[config.mk]
export PLATFORM = sky130hd
export DESIGN_NAME = ca_rule
export DESIGN_NICKNAME = d
export VERILOG_FILES = /design/src/hdl/ca_pkg.sv /design/src/hdl/ca_rule.sv
export SDC_FILE = /design/constraint.sdc
export NUM_CORES = 1
export LEC_CHECK = 0
export ABC_AREA = 1
export BUFFER_PORTS_ARGS = -buffer_cell sky130_fd_sc_hd__buf_2
export CORE_AREA = 4 4 41 43
export DETAILED_ROUTE_END_ITERATION = 10
export DIE_AREA = 0 0 45 47
export GPL_TIMING_DRIVEN = 0
export MAX_ROUTING_LAYER = met4
export SKIP_LAST_GASP = 1
export SYNTH_ARGS = -nofsm -noshare
export SYNTH_HDL_FRONTEND = slang
export SYNTH_SLANG_ARGS = --single-unit
[constraint.sdc]
create_clock -name vclk -period 3.1
set_clock_uncertainty 0.1 [all_clocks]
set_input_delay 0.155 -clock vclk [all_inputs]
set_output_delay 0.155 -clock vclk [all_outputs]
set_load 0.02 [all_outputs]
[src/hdl/ca_pkg.sv]
// ----------------------------------------------------------------------------
// ca_pkg: shared types and constants of the cellular automaton grid
// Operation and rule codes, sequencer states and the control word
// that drives the row of grid cells.
// ----------------------------------------------------------------------------
package ca_pkg;

  localparam int unsigned DefGridWidth  = 64;
  localparam int unsigned DefGridHeight = 64;

  localparam logic [2:0] OP_READ  = 3'd0;
  localparam logic [2:0] OP_WRITE = 3'd1;
  localparam logic [2:0] OP_FLIP  = 3'd2;
  localparam logic [2:0] OP_CLEAR = 3'd3;
  localparam logic [2:0] OP_STEP  = 3'd4;

  localparam logic [2:0] RULE_LIFE       = 3'd0;
  localparam logic [2:0] RULE_CONTINENTS = 3'd1;
  localparam logic [2:0] RULE_ISLANDS    = 3'd2;
  localparam logic [2:0] RULE_INSECTOID  = 3'd3;
  localparam logic [2:0] RULE_DESOLATION = 3'd4;

  localparam logic CFG_RULE_SELECT     = 1'b0;
  localparam logic CFG_UPPER_THRESHOLD = 1'b1;

  typedef enum logic [1:0] {
    S_IDLE,
    S_MOD,
    S_SWEEP,
    S_DONE
  } ca_state_t;

  typedef struct packed {
    logic grid_shift;
    logic snap_shift;
    logic snap_load;
    logic clear;
  } ca_cell_ctl_t;

endpackage

[src/hdl/ca_rule.sv]
// ----------------------------------------------------------------------------
// ca_rule: neighbor count and rule evaluation
// Counts the live neighbors of the cell at the head of the ring and gives
// its value in the next generation under the selected rule.
// ----------------------------------------------------------------------------
module ca_rule (
  input  logic        self_val,
  input  logic [7:0]  nbr,
  input  logic [2:0]  rule_select,
  input  logic [3:0]  upper_threshold,
  output logic        next_val
);
  import ca_pkg::*;

  logic [3:0] count;

  always_comb begin
    count = 4'd0;
    for (int i = 0; i < 8; i++) begin
      count = count + {3'd0, nbr[i]};
    end
  end

  always_comb begin
    case (rule_select)
      RULE_LIFE:       next_val = self_val ? (count == 4'd2 || count == 4'd3)
                                           : (count == 4'd3);
      RULE_CONTINENTS: next_val = (count <= 4'd4);
      RULE_ISLANDS:    next_val = (count <= 4'd6);
      RULE_INSECTOID:  next_val = (count > upper_threshold) || (count < 4'd2);
      RULE_DESOLATION: next_val = (count > 4'd5);
      default:         next_val = 1'b0;
    endcase
  end

endmodule

==> flow_summary_export.csv <==
group,metric,value,unit
critical_path,cp.buffers_inverters,7,
critical_path,crit_type,"input port to output port",
floorplanning,std_cell_rows,13,
final_layout,ff_latch_area,0,um^2
placement,routabilityCongestion,0.739,
sta,fmax,264,MHz
sta,hold_viol_final,0,
routing,drt_iter0_markers,4,
routing,vias,468,
critical_path,worstSetupEndpoint,"next_val",
sta,finalCritPeriodShare,1.22,
sta,period_needed,3780,ps
global_routing,first_global_vias,413,
global_routing,grtUsageTotal,0.0917,
final_layout,drive_gt1_frac,0.374,
sta,slew_viol_final,0,
critical_path,slowest_delay,560,ps
floorplanning,die_h,47,um
critical_path,crit_start,"nbr[1]",
floorplanning,core,1300,um^2
critical_path,endpoint_kind,"output port",
yosys,yosysWarnings,0,
final_layout,seq_cells,0,
yosys,synth.distinct_cells,18,
global_routing,grt_max_degree,6,
power_and_ir_drop,total_power,248,uW
yosys,yosys.area.top_type,"inv_1",
critical_path,critPathMaxFanout,2,
global_routing,grt_overflow_total,0,
yosys,ys_seq_area_frac,0,
global_routing,grt_pass1_wl,1500,um
critical_path,crit_arrival,3530,ps
routing,ant_nets,0,
critical_path,crit_family,"adder cells",
critical_path,critical_path_required,2840,ps
clock_tree,ctsHoldBuffers,0,
sta,fin_setup_tns,-681,ps
final_layout,final_area,591,um^2
routing,avgViaCountPerCell,4.42,
routing,wirelength,859,um
sta,rsz0062_at_grt,"true",
sta,finalWorstSetupSlack,-681,ps
sta,holdWs,601,ps
placement,placed_cell_area,537,um^2
yosys,syn_avg_cell_area,6.18,um^2
final_layout,fill_cells,149,
sta,worstMarginPinSlew,223,ps
yosys,syn_nets,96,
flow_run,drv_cap,0,
routing,avgRoutedWirePerCell,8.10,um
sta,setup_viol,1,
floorplanning,start_util,0.333,
final_layout,fin_cells,106,
placement,io_buffer_count,17,
yosys,synth_top_area_frac,0.225,
critical_path,path_depth,20,
sta,maxSlewHeadroom,0.851,
final_layout,nNetsFinal,119,
critical_path,cpMaxStageDelayCell,"fa_1",
critical_path,path_cells,"buf_6, inv_2, fa_1, fa_1, fa_1, inv_1, ha_2, inv_2, fa_1, inv_2, ha_4, inv_2, o21bai_1, nand4_1, nand2_1, nand2_1, nand2_1, nand2_1, nand4_1, buf_4",
placement,placed_cells_incl_taps,102,
final_layout,n_antenna_cell,0,
placement,dp_hpwl,779,um
floorplanning,die_w,45,um
routing,drtPass1Iterations,4,
final_layout,nClkBuffers,0,
routing,drc,0,
power_and_ir_drop,peakVddDrop,0.129,mV
power_and_ir_drop,leakagePower,0.360,nW
floorplanning,ios,17,
yosys,synthCells,70,
floorplanning,fp.dieArea,2120,um^2
status,status,"finished with violations",
yosys,synth_area,433,um^2
power_and_ir_drop,power.density,421,nW/um^2
global_routing,antenna_found_initial,0,
final_layout,fin_util,0.454,
yosys,synthTopCellsByArea,"inv_1 23%, fa_1 18%, ha_1 17%",
critical_path,cp-start-kind,"input port",
status,failed_checks,"setup timing",
final_layout,area_growth,36.4,%
min_path,worstHoldPathType,"input port to output port",
placement,pre_cts_slack,-736,ps
[worst min-delay path, delay by kind of cell]
kind | cells | cell delay (ps)
buf+inv | 2 | 210
compound gates | 1 | 90
simple gates | 1 | 90
[report_power, final]
part           switching (mW)  internal (mW)  total [mW]
sequential                  0              0           0
combinational           0.128          0.120       0.248
clock                       0              0           0
total                   0.128          0.120       0.248
[cells in the mapped netlist]
cell,instances
nand2_2,1
a21oi_2,1
o21bai_1,1
o2111ai_1,1
o21ai_0,1
nor3_1,3
nand4_1,3
a21oi_1,3
inv_1,26
nand2_1,12
ha_1,6
nand3_2,1
inv_2,1
nand3_1,2
fa_1,4
nor2_1,2
nand2_4,1
a211oi_1,1
[routing by layer]
| layer | part of all wire | vias to the layer above | track usage |
|---|---|---|---|
| met5 | 0 | - | - |
| met4 | 0 | 0 | 0.0117 |
| met3 | 0.056 | 0 | 0.00383 |
| met2 | 0.50 | 11 | 0.181 |
| met1 | 0.44 | 202 | 0.103 |
| li1 | - | 255 | - |
[area by class of cell]
type               instances  area [um^2]  area share
inverters                 27          101       0.172
multi-input cells         43          347       0.587
well taps                 15         18.8      0.0318
repair buffers            21          124       0.210
[cell families (layout without fill, tap and decap cells)]
kind of cell	after synthesis	in the layout	share of synthesized area
fa+ha+maj	10	10	0.358
compound gates	8	8	0.121
buf+inv	27	48	0.234
simple gates	25	25	0.286
[repair_timing]
item,in CTS,in global routing
cloned,0,0
pin swaps,1,11
endpoints found under the setup margin,1,1
setup buffers,1,3
gates resized for setup,2,8
[placed cells by master, fill, tap and decap left out]
| master | Yosys | final |
|---|---|---|
| inv_1 | 26 | 20 |
| buf_2 | 0 | 15 |
| nand2_1 | 12 | 12 |
| inv_2 | 1 | 7 |
| buf_4 | 0 | 5 |
| fa_1 | 4 | 4 |
| ha_1 | 6 | 4 |
| nand4_1 | 3 | 3 |
| a21oi_1 | 3 | 3 |
| nor3_1 | 3 | 3 |
| nand3_1 | 2 | 2 |
| nor2_1 | 2 | 2 |
| a21oi_2 | 1 | 1 |
| nand2_4 | 1 | 1 |
| nand2_2 | 1 | 1 |
| o21bai_1 | 1 | 1 |
| nand3_2 | 1 | 1 |
| o21ai_0 | 1 | 1 |
| o2111ai_1 | 1 | 1 |
| a211oi_1 | 1 | 1 |
| ha_2 | 0 | 1 |
| ha_4 | 0 | 1 |
| buf_6 | 0 | 1 |
[how the worst min path moves through the flow]
stage	from	to	cells past startpoint
after floorplan	rule_select[2]	next_val	3
after global placement	self_val	next_val	4
after detailed placement	self_val	next_val	4
after CTS	self_val	next_val	4
after global routing	self_val	next_val	4
final	self_val	next_val	4
(Power assumes the default switching activity.)
